--- src/sv/skt_pkg.sv ---
// Shared types and constants of the sorted keyed table.
package skt_pkg;

   localparam int CMD_BITS     = 2;
   localparam int REQ_KEY_BITS = 32;
   localparam int WEIGHT_BITS  = 16;
   localparam int COLOR_BITS   = 8;
   localparam int STATUS_BITS  = 2;
   localparam int POS_BITS     = 5;

   // command codes
   localparam logic [CMD_BITS-1:0] CMD_INSERT = 2'd0;
   localparam logic [CMD_BITS-1:0] CMD_DELETE = 2'd1;
   localparam logic [CMD_BITS-1:0] CMD_FLAG   = 2'd2;

   // status codes
   localparam logic [STATUS_BITS-1:0] STATUS_DONE      = 2'd0;
   localparam logic [STATUS_BITS-1:0] STATUS_NOT_FOUND = 2'd1;
   localparam logic [STATUS_BITS-1:0] STATUS_FULL      = 2'd2;

   // read address relative to the current index
   typedef enum logic [2:0] {
      RD_DOWN2,
      RD_DOWN1,
      RD_SAME,
      RD_UP1,
      RD_UP2
   } rd_off_type;

   typedef enum logic [1:0] {
      IDX_HOLD,
      IDX_INC,
      IDX_DEC
   } idx_op_type;

   typedef enum logic [1:0] {
      WR_NONE,
      WR_NEW,
      WR_COPY,
      WR_FLAG
   } wr_op_type;

   typedef enum logic [1:0] {
      CNT_HOLD,
      CNT_INC,
      CNT_DEC
   } cnt_op_type;

   typedef enum logic [1:0] {
      POS_ZERO,
      POS_IDX,
      POS_HELD
   } pos_sel_type;

   typedef struct packed {
      logic                   load;
      rd_off_type             rd_off;
      idx_op_type             idx_op;
      wr_op_type              wr_op;
      cnt_op_type             cnt_op;
      logic                   mark_pos;
      logic                   finish;
      logic [STATUS_BITS-1:0] status;
      pos_sel_type            pos_sel;
   } ctrl_cmd_type;

   typedef struct packed {
      logic [CMD_BITS-1:0] cmd;
      logic                full;
      logic                ins_stop;
      logic                scan_end;
      logic                key_hit;
      logic                shift_end;
   } dp_stat_type;

endpackage

--- src/sv/skt_ram.sv ---
// Generic single-write, single-read RAM with registered read data.
module skt_ram #(
   parameter int WIDTH = 58,
   parameter int DEPTH = 16
) (
   input  logic                     clock,
   input  logic                     wr_en,
   input  logic [$clog2(DEPTH)-1:0] wr_addr,
   input  logic [WIDTH-1:0]         wr_data,
   input  logic [$clog2(DEPTH)-1:0] rd_addr,
   output logic [WIDTH-1:0]         rd_data
);

   logic [WIDTH-1:0] mem [DEPTH];
   logic [WIDTH-1:0] rd_data_ff;

   always_ff @(posedge clock) begin
      if (wr_en) begin
         mem[wr_addr] <= wr_data;
      end
      rd_data_ff <= mem[rd_addr];
   end

   assign rd_data = rd_data_ff;

endmodule

--- src/sv/skt_ctrl.sv ---
// Controller state machine of the sorted keyed table.
module skt_ctrl (
   input  logic                 clock,
   input  logic                 reset,
   input  logic                 start,
   input  skt_pkg::dp_stat_type stat,
   output skt_pkg::ctrl_cmd_type cmd,
   output logic                 busy
);

   typedef enum logic [4:0] {
      ST_IDLE = 5'b00001,
      ST_PREP = 5'b00010,
      ST_INS  = 5'b00100,
      ST_SCAN = 5'b01000,
      ST_DEL  = 5'b10000
   } state_type;

   state_type state_ff, state_in;

   always_ff @(posedge clock) begin
      if (reset) begin
         state_ff <= ST_IDLE;
      end else begin
         state_ff <= state_in;
      end
   end

   always_comb begin
      cmd      = '0;
      state_in = state_ff;
      case (state_ff)
         ST_IDLE: begin
            if (start) begin
               cmd.load = 1'b1;
               state_in = ST_PREP;
            end
         end
         ST_PREP: begin
            case (stat.cmd)
               skt_pkg::CMD_INSERT: begin
                  if (stat.full) begin
                     cmd.finish  = 1'b1;
                     cmd.status  = skt_pkg::STATUS_FULL;
                     cmd.pos_sel = skt_pkg::POS_ZERO;
                     state_in    = ST_IDLE;
                  end else begin
                     cmd.rd_off = skt_pkg::RD_DOWN1;
                     state_in   = ST_INS;
                  end
               end
               skt_pkg::CMD_DELETE, skt_pkg::CMD_FLAG: begin
                  cmd.rd_off = skt_pkg::RD_SAME;
                  state_in   = ST_SCAN;
               end
               default: begin
                  cmd.finish  = 1'b1;
                  cmd.status  = skt_pkg::STATUS_DONE;
                  cmd.pos_sel = skt_pkg::POS_ZERO;
                  state_in    = ST_IDLE;
               end
            endcase
         end
         ST_INS: begin
            if (stat.ins_stop) begin
               cmd.wr_op   = skt_pkg::WR_NEW;
               cmd.cnt_op  = skt_pkg::CNT_INC;
               cmd.finish  = 1'b1;
               cmd.status  = skt_pkg::STATUS_DONE;
               cmd.pos_sel = skt_pkg::POS_IDX;
               state_in    = ST_IDLE;
            end else begin
               cmd.wr_op  = skt_pkg::WR_COPY;
               cmd.idx_op = skt_pkg::IDX_DEC;
               cmd.rd_off = skt_pkg::RD_DOWN2;
            end
         end
         ST_SCAN: begin
            cmd.rd_off = skt_pkg::RD_UP1;
            if (stat.scan_end) begin
               cmd.finish  = 1'b1;
               cmd.status  = skt_pkg::STATUS_NOT_FOUND;
               cmd.pos_sel = skt_pkg::POS_ZERO;
               state_in    = ST_IDLE;
            end else if (stat.key_hit) begin
               if (stat.cmd == skt_pkg::CMD_FLAG) begin
                  cmd.wr_op   = skt_pkg::WR_FLAG;
                  cmd.finish  = 1'b1;
                  cmd.status  = skt_pkg::STATUS_DONE;
                  cmd.pos_sel = skt_pkg::POS_IDX;
                  state_in    = ST_IDLE;
               end else begin
                  cmd.mark_pos = 1'b1;
                  state_in     = ST_DEL;
               end
            end else begin
               cmd.idx_op = skt_pkg::IDX_INC;
            end
         end
         ST_DEL: begin
            if (stat.shift_end) begin
               cmd.cnt_op  = skt_pkg::CNT_DEC;
               cmd.finish  = 1'b1;
               cmd.status  = skt_pkg::STATUS_DONE;
               cmd.pos_sel = skt_pkg::POS_HELD;
               state_in    = ST_IDLE;
            end else begin
               cmd.wr_op  = skt_pkg::WR_COPY;
               cmd.idx_op = skt_pkg::IDX_INC;
               cmd.rd_off = skt_pkg::RD_UP2;
            end
         end
         default: begin
            state_in = ST_IDLE;
         end
      endcase
   end

   assign busy = (state_ff != ST_IDLE);

endmodule

--- src/sv/skt_datapath.sv ---
// Datapath of the sorted keyed table: held request, index, count, table RAM, result.
module skt_datapath #(
   parameter int DEPTH    = 16,
   parameter int KEY_BITS = 32
) (
   input  logic                                clock,
   input  logic                                reset,
   input  logic [skt_pkg::CMD_BITS-1:0]        req_command,
   input  logic [skt_pkg::REQ_KEY_BITS-1:0]    req_key,
   input  logic [skt_pkg::WEIGHT_BITS-1:0]     req_weight,
   input  logic [skt_pkg::COLOR_BITS-1:0]      req_color_code,
   input  logic                                req_peel_edible,
   input  logic                                req_spiky,
   input  skt_pkg::ctrl_cmd_type               cmd,
   output skt_pkg::dp_stat_type                stat,
   output logic                                rsp_strobe,
   output logic [skt_pkg::STATUS_BITS-1:0]     rsp_status,
   output logic [skt_pkg::POS_BITS-1:0]        rsp_position,
   output logic [skt_pkg::POS_BITS-1:0]        rsp_entry_total
);

   localparam int AW = $clog2(DEPTH);
   localparam int CW = $clog2(DEPTH + 1);
   localparam int ENTRY_BITS = KEY_BITS + skt_pkg::WEIGHT_BITS + skt_pkg::COLOR_BITS + 2;

   // held request
   logic [skt_pkg::CMD_BITS-1:0]    cmd_ff;
   logic [KEY_BITS-1:0]             key_ff;
   logic [skt_pkg::WEIGHT_BITS-1:0] weight_ff;
   logic [skt_pkg::COLOR_BITS-1:0]  color_ff;
   logic                            peel_ff;
   logic                            spiky_ff;

   logic [CW-1:0] idx_ff, idx_in;
   logic [CW-1:0] count_ff, count_in;
   logic [CW-1:0] held_pos_ff;

   logic                            rsp_strobe_ff;
   logic [skt_pkg::STATUS_BITS-1:0] rsp_status_ff;
   logic [skt_pkg::POS_BITS-1:0]    rsp_position_ff;
   logic [skt_pkg::POS_BITS-1:0]    rsp_total_ff;

   logic [KEY_BITS+skt_pkg::REQ_KEY_BITS-1:0] key_wide;
   logic [CW-1:0]                   rd_wide;
   logic [AW-1:0]                   rd_addr;
   logic [ENTRY_BITS-1:0]           rd_data;
   logic [KEY_BITS-1:0]             rd_key;
   logic [skt_pkg::WEIGHT_BITS-1:0] rd_weight;
   logic                            wr_en;
   logic [ENTRY_BITS-1:0]           wr_data;
   logic [ENTRY_BITS-1:0]           new_entry;
   logic [CW-1:0]                   pos_pick;
   logic [skt_pkg::POS_BITS+CW-1:0] pos_wide;
   logic [skt_pkg::POS_BITS+CW-1:0] total_wide;

   // keep only the low KEY_BITS of the request key, zero-extend if wider
   assign key_wide = {{KEY_BITS{1'b0}}, req_key};

   always_ff @(posedge clock) begin
      if (cmd.load) begin
         cmd_ff    <= req_command;
         key_ff    <= key_wide[KEY_BITS-1:0];
         weight_ff <= req_weight;
         color_ff  <= req_color_code;
         peel_ff   <= req_peel_edible;
         spiky_ff  <= req_spiky;
      end
      if (cmd.mark_pos) begin
         held_pos_ff <= idx_ff;
      end
      idx_ff <= idx_in;
      if (cmd.finish) begin
         rsp_status_ff   <= cmd.status;
         rsp_position_ff <= pos_wide[skt_pkg::POS_BITS-1:0];
         rsp_total_ff    <= total_wide[skt_pkg::POS_BITS-1:0];
      end
   end

   always_ff @(posedge clock) begin
      if (reset) begin
         count_ff      <= '0;
         rsp_strobe_ff <= 1'b0;
      end else begin
         count_ff      <= count_in;
         rsp_strobe_ff <= cmd.finish;
      end
   end

   // index: insert walks down from the count, scans walk up from zero
   always_comb begin
      idx_in = idx_ff;
      if (cmd.load) begin
         idx_in = (req_command == skt_pkg::CMD_INSERT) ? count_ff : '0;
      end else begin
         case (cmd.idx_op)
            skt_pkg::IDX_INC: idx_in = idx_ff + CW'(1);
            skt_pkg::IDX_DEC: idx_in = idx_ff - CW'(1);
            default:          idx_in = idx_ff;
         endcase
      end
   end

   always_comb begin
      case (cmd.cnt_op)
         skt_pkg::CNT_INC: count_in = count_ff + CW'(1);
         skt_pkg::CNT_DEC: count_in = count_ff - CW'(1);
         default:          count_in = count_ff;
      endcase
   end

   always_comb begin
      case (cmd.rd_off)
         skt_pkg::RD_DOWN2: rd_wide = idx_ff - CW'(2);
         skt_pkg::RD_DOWN1: rd_wide = idx_ff - CW'(1);
         skt_pkg::RD_UP1:   rd_wide = idx_ff + CW'(1);
         skt_pkg::RD_UP2:   rd_wide = idx_ff + CW'(2);
         default:           rd_wide = idx_ff;
      endcase
   end

   assign rd_addr = rd_wide[AW-1:0];

   assign new_entry = {key_ff, weight_ff, color_ff, peel_ff, spiky_ff};

   always_comb begin
      case (cmd.wr_op)
         skt_pkg::WR_NEW:  wr_data = new_entry;
         skt_pkg::WR_FLAG: wr_data = {rd_data[ENTRY_BITS-1:1], 1'b1};
         default:          wr_data = rd_data;
      endcase
   end

   assign wr_en = (cmd.wr_op != skt_pkg::WR_NONE);

   skt_ram #(
      .WIDTH (ENTRY_BITS),
      .DEPTH (DEPTH)
   ) u_table (
      .clock   (clock),
      .wr_en   (wr_en),
      .wr_addr (idx_ff[AW-1:0]),
      .wr_data (wr_data),
      .rd_addr (rd_addr),
      .rd_data (rd_data)
   );

   assign rd_key    = rd_data[ENTRY_BITS-1 -: KEY_BITS];
   assign rd_weight = rd_data[ENTRY_BITS-KEY_BITS-1 -: skt_pkg::WEIGHT_BITS];

   always_comb begin
      stat.cmd       = cmd_ff;
      stat.full      = (count_ff == CW'(DEPTH));
      stat.ins_stop  = (idx_ff == '0) || (weight_ff > rd_weight);
      stat.scan_end  = (idx_ff == count_ff);
      stat.key_hit   = (rd_key == key_ff);
      stat.shift_end = ({1'b0, idx_ff} + (CW+1)'(1)) >= {1'b0, count_ff};
   end

   always_comb begin
      case (cmd.pos_sel)
         skt_pkg::POS_IDX:  pos_pick = idx_ff;
         skt_pkg::POS_HELD: pos_pick = held_pos_ff;
         default:           pos_pick = '0;
      endcase
   end

   assign pos_wide   = {{skt_pkg::POS_BITS{1'b0}}, pos_pick};
   assign total_wide = {{skt_pkg::POS_BITS{1'b0}}, count_in};

   assign rsp_strobe      = rsp_strobe_ff;
   assign rsp_status      = rsp_status_ff;
   assign rsp_position    = rsp_position_ff;
   assign rsp_entry_total = rsp_total_ff;

endmodule

--- src/sv/sorted_keyed_table.sv ---
// Top level of the sorted keyed table: controller plus datapath.
//
//   channel   ports                                    handshake
//   --------  ---------------------------------------  ---------------------------
//   request   req_command req_key req_weight           start high while busy low
//             req_color_code req_peel_edible req_spiky
//   response  rsp_status rsp_position rsp_entry_total  rsp_strobe, one cycle each
//
// One command is handled at a time. A beat is taken while idle, the next
// cycle issues the first table read, then the table RAM is walked one entry a
// cycle (one read and one write port): insert takes up to count + 1 steps,
// delete and set-flag up to count + 1 steps. Busy stays high from the accepting
// edge until the walk ends; the response beat shows in the cycle busy drops, so
// the next beat can be taken at the end of that cycle. Reset clears the count
// and the controller; table entries at or above the count are never used, so
// the RAM needs no clearing. The receiver cannot stall.
module sorted_keyed_table #(
   parameter int DEPTH    = 16,
   parameter int KEY_BITS = 32
) (
   input  logic                                clock,
   input  logic                                reset,
   input  logic                                start,
   output logic                                busy,
   input  logic [skt_pkg::CMD_BITS-1:0]        req_command,
   input  logic [skt_pkg::REQ_KEY_BITS-1:0]    req_key,
   input  logic [skt_pkg::WEIGHT_BITS-1:0]     req_weight,
   input  logic [skt_pkg::COLOR_BITS-1:0]      req_color_code,
   input  logic                                req_peel_edible,
   input  logic                                req_spiky,
   output logic                                rsp_strobe,
   output logic [skt_pkg::STATUS_BITS-1:0]     rsp_status,
   output logic [skt_pkg::POS_BITS-1:0]        rsp_position,
   output logic [skt_pkg::POS_BITS-1:0]        rsp_entry_total
);

   skt_pkg::ctrl_cmd_type ctrl_cmd;
   skt_pkg::dp_stat_type  dp_stat;

   // sequence the walk over the table
   skt_ctrl u_ctrl (
      .clock (clock),
      .reset (reset),
      .start (start),
      .stat  (dp_stat),
      .cmd   (ctrl_cmd),
      .busy  (busy)
   );

   // hold the beat, shift entries, register the response
   skt_datapath #(
      .DEPTH    (DEPTH),
      .KEY_BITS (KEY_BITS)
   ) u_datapath (
      .clock           (clock),
      .reset           (reset),
      .req_command     (req_command),
      .req_key         (req_key),
      .req_weight      (req_weight),
      .req_color_code  (req_color_code),
      .req_peel_edible (req_peel_edible),
      .req_spiky       (req_spiky),
      .cmd             (ctrl_cmd),
      .stat            (dp_stat),
      .rsp_strobe      (rsp_strobe),
      .rsp_status      (rsp_status),
      .rsp_position    (rsp_position),
      .rsp_entry_total (rsp_entry_total)
   );

endmodule

--- config.mk ---
export PLATFORM = sky130hd
export DESIGN_NAME = sorted_keyed_table
export DESIGN_NICKNAME = d
export VERILOG_FILES = /design/src/sv/skt_pkg.sv /design/src/sv/skt_ram.sv /design/src/sv/skt_ctrl.sv /design/src/sv/skt_datapath.sv /design/src/sv/sorted_keyed_table.sv
export SDC_FILE = /design/constraint.sdc
export NUM_CORES = 1
export LEC_CHECK = 0
export BUFFER_PORTS_ARGS = -buffer_cell sky130_fd_sc_hd__buf_2
export CORE_MARGIN = 10
export CORE_UTILIZATION = 26
export CTS_CLUSTER_DIAMETER = 50
export DETAILED_ROUTE_END_ITERATION = 8
export GPL_ROUTABILITY_DRIVEN = 1
export HOLD_SLACK_MARGIN = 0.08
export PLACE_DENSITY = 0.43
export SLEW_MARGIN = 10
export SYNTH_ARGS = -nofsm -noshare
export SYNTH_HDL_FRONTEND = slang
export SYNTH_SLANG_ARGS = --single-unit
--- constraint.sdc ---
create_clock -name clock -period 5.2 [get_ports clock]
set_input_delay 0.52 -clock clock [delete_from_list [all_inputs] [get_ports clock]]
set_output_delay 0.52 -clock clock [all_outputs]
set_load 0.005 [all_outputs]
# Word-level counts from Yosys, hierarchy flattened
# Memory sizes are Yosys's and may differ from the RTL's. A register that Yosys moved wholly into a read port is not among the register bits.
# Cells that the tools add are included.
# W data, S select, Z words.
word_totals:
  regBits: 93
  latchBits: 0
  ramBits: 928
  rom_bits: 0
  n_memories: 1
memory_table:
  columns: ["name", "words", "word_bits", "read_ports", "rd_clocked_by_memory_dff", "write_ports", "line_no", "rtl"]
  rows:
  - ["u_datapath.u_table.mem", 16, 58, 1, 1, 1, "skt_ram.sv:14", "logic [WIDTH-1:0] mem [DEPTH];"]
op_classes:
  add_sub_neg: 7
  n_mul: 0
  div: 0
  order_cmp: 2
  eq_ne: 26
  shifts: 0
  mux: 45
  n_bitwise: 0
  n_reduce_logical: 9
op_table:
  columns: ["op", "n"]
  rows:
  - ["$pmux W58 S2", 1]
  - ["$mux W5", 13]
  - ["$pmux W5 S2", 5]
  - ["$eq A32 B32 Y1", 1]
  - ["$pmux W5 S5", 1]
  - ["$pmux W5 S4", 1]
  - ["$gt A16 B16 Y1", 1]
  - ["$pmux W4 S4", 1]
  - ["$pmux W3 S4", 1]
  - ["$pmux W4 S3", 1]
  - ["$add A5 B1 Y5 const B", 2]
  - ["$eq A2 B1 Y1 const B", 5]
  - ["$eq A2 B2 Y1 const B", 5]
  - ["$eq A5 B5 Y1 const B", 2]
  - ["$mux W1", 10]
  - ["$mux W2", 5]
  - ["$sub A5 B1 Y5 const B", 2]
  - ["$mux W7", 1]
  - ["$add A5 B1 Y6 const B", 1]
  - ["$ge A6 B5 Y1", 1]
  - ["$mux W6", 1]
  - ["$ne A2 B2 Y1 const B", 3]
  - ["$pmux W3 S2", 1]
  - ["$eq A5 B1 Y1 const B", 1]
  - ["other kinds (22)", 23]

# Logic depth before layout (Yosys ltp)
logic_depth:
  ltp_word: 8
  depth_mapped: 19
  mapped_depth_nobuf: 18

# Cells and area by module
# From an unflattened synthesis, not the netlist that was laid out.
unflattened:
  cells_unflattened: 1971
  area_unflattened_um2: 41382.2
by_module_without_submodules:
  columns: ["mod", "instances", "cells_per_inst", "area_per_inst_um2", "seq_area_each_um2"]
  rows:
  - ["skt_ram", 1, 1496, 35895.7, 29027.8]
  - ["skt_datapath", 1, 417, 5037.3, 2582.5]
  - ["skt_ctrl", 1, 58, 449.2, 100.1]

# Least setup slack after synthesis
# Ideal clock, no wire load.
synth_path:
  path_kind: "reg2reg"
  start: "register u_datapath.idx_ff[1]"
  end: "memory u_datapath.u_table.mem[11][10] (enable)"
  setup_ns: 0.410
  arrival_ns: 3.587
  slack_ns: 1.203
  path_stages_with_launch: 12
  synth_period_minus_slack_ns: 3.997
  path_cell_list: "edfxtp_1 -> clkbuf_1 -> inv_1 -> ha_1 -> ha_1 -> a21o_1 -> a211oi_1 -> o21ai_1 -> inv_1 -> nor3_1 -> nor3b_1 -> and2_1"
synth_between:
  elab_chain_len: 7
synth_lines:
  columns: ["element", "line_no", "rtl"]
  rows:
  - ["start, declared", "skt_datapath.sv:34", "logic [CW-1:0] idx_ff, idx_in;"]
  - ["start signal, assigned", "skt_datapath.sv:71", "idx_ff <= idx_in;"]
  - ["$add A5 B1 Y6 / $logic_not A5 Y1 (equally long branches)", "skt_datapath.sv:156, skt_datapath.sv:153", null]
  - ["$ge A6 B5 Y1 / $logic_or A1 B1 Y1 (equally long branches)", "skt_datapath.sv:156, skt_datapath.sv:153", null]
  - ["$mux W7 / $mux W2 (equally long branches)", "skt_ctrl.sv:101, skt_ctrl.sv:65", null]
  - ["$pmux W4 S3", "skt_ctrl.sv:32", "case (state_ff)"]
  - ["$reduce_bool A2 Y1", "skt_datapath.sv:133", "assign wr_en = (cmd.wr_op != skt_pkg::WR_NONE);"]
  - ["$mux W1", "skt_ram.sv:18", "if (wr_en) begin"]
  - ["$mux W1 (implied by the code)", "skt_ram.sv:19", "mem[wr_addr] <= wr_data;"]
  - ["end, declared", "skt_ram.sv:14", null]
# Several ways; a longest one is shown, not always the timed one.

# Final worst setup path
layout_path:
  start: "register u_datapath.idx_ff[0]"
  end: "register u_datapath.u_table.rd_data_ff[23] (netlist: u_datapath.u_table.rd_data[23]), read port of u_datapath.u_table.mem"
layout_between:
  elab_chain_len: 6
layout_lines:
  columns: ["element", "line_no", "rtl"]
  rows:
  - ["$add A5 B1 Y6", "skt_datapath.sv:156", "stat.shift_end = ({1'b0, idx_ff} + (CW+1)'(1)) >= {1'b0, count_ff};"]
  - ["$ge A6 B5 Y1", "skt_datapath.sv:156", null]
  - ["$mux W7", "skt_ctrl.sv:101", "if (stat.shift_end) begin"]
  - ["$pmux W3 S4", "skt_ctrl.sv:32", null]
  - ["$eq A3 B3 Y1, or another cell as far along", "skt_datapath.sv:112", "case (cmd.rd_off)"]
  - ["$pmux W4 S4 (*)", "skt_datapath.sv:112", null]
  - ["end, declared", "skt_ram.sv:15", "logic [WIDTH-1:0] rd_data_ff;"]
# Mark *: on every way between the ends. The rest lies on a longest branch, timed or not.
# A chain may end at the register's enable or synchronous reset.

==> metrics.txt <==
global routing usage on met2=17.8%; layout cells sized above 1=14.6%; Placer Congestion=0.741; Setup crit start kind=flop; CP Cell Sequence=inv_1 > ha_1 > ha_1 > a21o_1 > a211oi_1 > o21ai_1 > inv_1 > fa_1 > a22o_1 > o21ai_1 > a22o_4 > buf_12 > mux2i_1 > mux2i_1; max-cap violations=0; EDFF count, synth=840; multi-input logic area=0.00993 mm^2; Hold Violations, Final=0; Initial Util=26.2%; vias in the first global route=19366; post-DR vias/cell=4.33; depth of the worst register-to-register path=14; slowest cell delay on critical path=0.49 ns; hold worst-path end=u_datapath.key_ff[20]; Clock Path Buffers=3; Yosys reg bits=899; Clock Pin Slew Worst Setup and Hold Paths=0.05 ns; CTS sink cnt=899; met3 Use GR=2.16%; Hold Path Class=input pin to flop; fin. max-slew vios=0; fin crit share=81.9%; CP top delay family=compound AO/OA/AOI/OAI gates; sequential area share after synthesis=71.1%; Tightest Pin Transition=1.19 ns; Num CTS Buffers=110; Max IR drop VDD=228 uV; worst reg2reg path endpoint=u_datapath.u_table.rd_data[23]; most frequent cells after synthesis=840 x edfxtp_1, 722 x mux2i_1, 59 x dfxtp_1; Mapped Area=0.0372 mm^2; setup TNS=0 ns; DR pass1 iterations=4; initial antenna violation count=4; RSZ-0062 raised after global routing=false; Synth cell types=59; slowest stage cell, crit path=a22o_4; first-pass GRT wire length=134000 um; Die ar.=0.158 mm^2; drt drc=0; Layout Skew=0.0316 ns; Reg area=0.0264 mm^2; WL final=92200 um; Mean Syn Cell Area=17.9 um^2; I/O Pins=77; Worst slew margin=20.8%; pwr dens=443 mW/mm^2; status=finished clean; Initial DRC Count=905; CP Data Arrival Time=4.81 ns; Syn Nets=2171; diodes inserted=0; share of the synthesized area in the top cell type=67.9%; grt met1 use=16.4%; most frequent cell after synthesis=edfxtp_1; R2R Path Start=u_datapath.idx_ff[0]; DP HPWL=52700 um; Rows=138; total chip power=19.6 mW; total track usage=11.5%; top cells by area, synth=edfxtp_1 68%, mux2i_1 19%, dfxtp_1 3.2%; filler cell count=13753; FF-to-FF setup slack=0.94 ns; final setup fails=0; Chip Width=398 um; hold path startpoint=req_key[20]; WP depth=14; CTS tree=yes; Core Region=0.142 mm^2; Max Clk Rate=235 MHz; Cells after Synth=2071; Vias=18455; crit path capture type=flop; Pleak=16.2 nW; WL/cell=21.6 um; post-layout min period=4.26 ns; Resized cells post-CTS=0; clock root buffer=clkbuf_16; crit-path max FO=30; GRT overflow=0; Chip Height=398 um; PortBufs=66; Main synth FF type=edfxtp_1; Min Hold Slack=0.153 ns; Worst Path Class, Setup=flop to flop; share of flip-flops with an asynchronous set or reset=0%; H-tree depth=3; hold path depth=1; busiest grt layer=met2; worst path bufs/invs=3; critical path launch point=u_datapath.idx_ff[0]; largest net degree at the start of global routing=85; Post-CTS Setup Bufs=0; antenna-violating nets left=0; CP Data Required Time=5.75 ns; Final Cell Area=0.0442 mm^2; placed cell area=0.0401 mm^2; post-synth top area cell=edfxtp_1; Worst-Skew Late Latency=0.69 ns; NumNets Final=2376; Synth Warn #=0; Syn-to-layout area delta=19.1%
## per-stage QoR
step / util, % / instances / setup WS, ns
floorplan: - / 2071 / 1.20
global placement: 28.3 / 4008 / 0.858
detailed placement: 28.3 / 4008 / 0.939
CTS: 31.2 / 4261 / 0.919
global route: 31.2 / 4261 / 0.602
finish: 31.2 / 4261 / 0.940
## worst max-delay path by stage
stage / slack (ns) / endpoint
after floorplan: 1.20 / u_datapath.u_table.mem[11][10]
after global placement: 0.86 / u_datapath.rsp_entry_total[4]
after detailed placement: 0.94 / u_datapath.u_table.rd_data[23]
after CTS: 0.92 / u_datapath.count_ff[4]
after global routing: 0.60 / u_datapath.u_table.rd_data[23]
final: 0.94 / u_datapath.u_table.rd_data[23]
## layout make-up
class | instances | share of cell area (%)
clock buffers | 151 | 6.96
clock inverters | 56 | 1.34
inverters | 34 | 0.291
multi-input cells | 1046 | 22.5
flip-flops and latches | 899 | 59.7
well taps | 1890 | 5.34
repair buffers | 185 | 3.93
## flip-flops by register name (all words and copies together) (netlist names)
register / flops
u_datapath.u_table.mem: 768
u_datapath.idx_ff: 5
u_datapath.u_table.rd_data: 48
u_datapath.cmd_ff: 2
u_datapath.rsp_entry_total: 5
u_datapath.rsp_status: 2
u_datapath.held_pos_ff: 5
u_datapath.count_ff: 5
u_datapath.weight_ff: 16
u_datapath.rsp_strobe: 1
u_datapath.rsp_position: 5
u_ctrl.state_ff: 5
u_datapath.key_ff: 32
## metal layers
metal,part of all wire [%],routed length (um)
met4,2.0,1820
met1,50,45700
met2,45,41300
met5,0,0
met3,3.7,3380
## worst register-to-register path, delay by kind of cell, from the launching register on
family	cells	cell delay, ns
fa+ha+maj	3	1.07
buf+inv	3	0.78
flops	1	0.40
mux	2	0.40
compound gates	6	1.47
## cells by family (layout without fill, tap and decap cells)
kind of cell | count (synthesis) | in the layout | synth area share (%)
fa+ha+maj | 37 | 37 | 1.29
buf+inv | 126 | 426 | 2.42
mux | 773 | 773 | 21.0
flops | 899 | 899 | 71.1
compound gates | 62 | 62 | 1.13
simple gates | 125 | 125 | 1.91
xor+xnor | 49 | 49 | 1.18
## cell usage in the layout, fill, tap and decap left out, drive strengths merged, types with 14 or more instances in the layout
| cell | Yosys | final |
|---|---|---|
| xor2 | 36 | 36 |
| buf | 80 | 139 |
| mux2i | 722 | 722 |
| nand2 | 14 | 14 |
| o21ai | 16 | 16 |
| edfxtp | 840 | 840 |
| and2 | 19 | 19 |
| dfxtp | 59 | 59 |
| nor2 | 21 | 21 |
| clkinv | 1 | 39 |
| nor2b | 14 | 14 |
| clkbuf | 12 | 151 |
| ha | 35 | 35 |
| dlygate4sd3 | 0 | 46 |
| inv | 33 | 35 |
| mux2 | 51 | 51 |
## repair_timing
item | CTS | global route
setup endpoints to repair | 0 | 0
hold buffers | 46 | 0
hold endpoints to repair | 46 | 0
## power breakdown
| group | switching (mW) | internal [mW] | leakage [nW] |
|---|---|---|---|
| Clock | 2.97 | 4.64 | 1.79 |
| Sequential | 0.152 | 8.92 | 8.06 |
| Combinational | 1.86 | 1.04 | 6.38 |
| Total | 4.99 | 14.6 | 16.2 |
(Power assumes the default switching activity.)
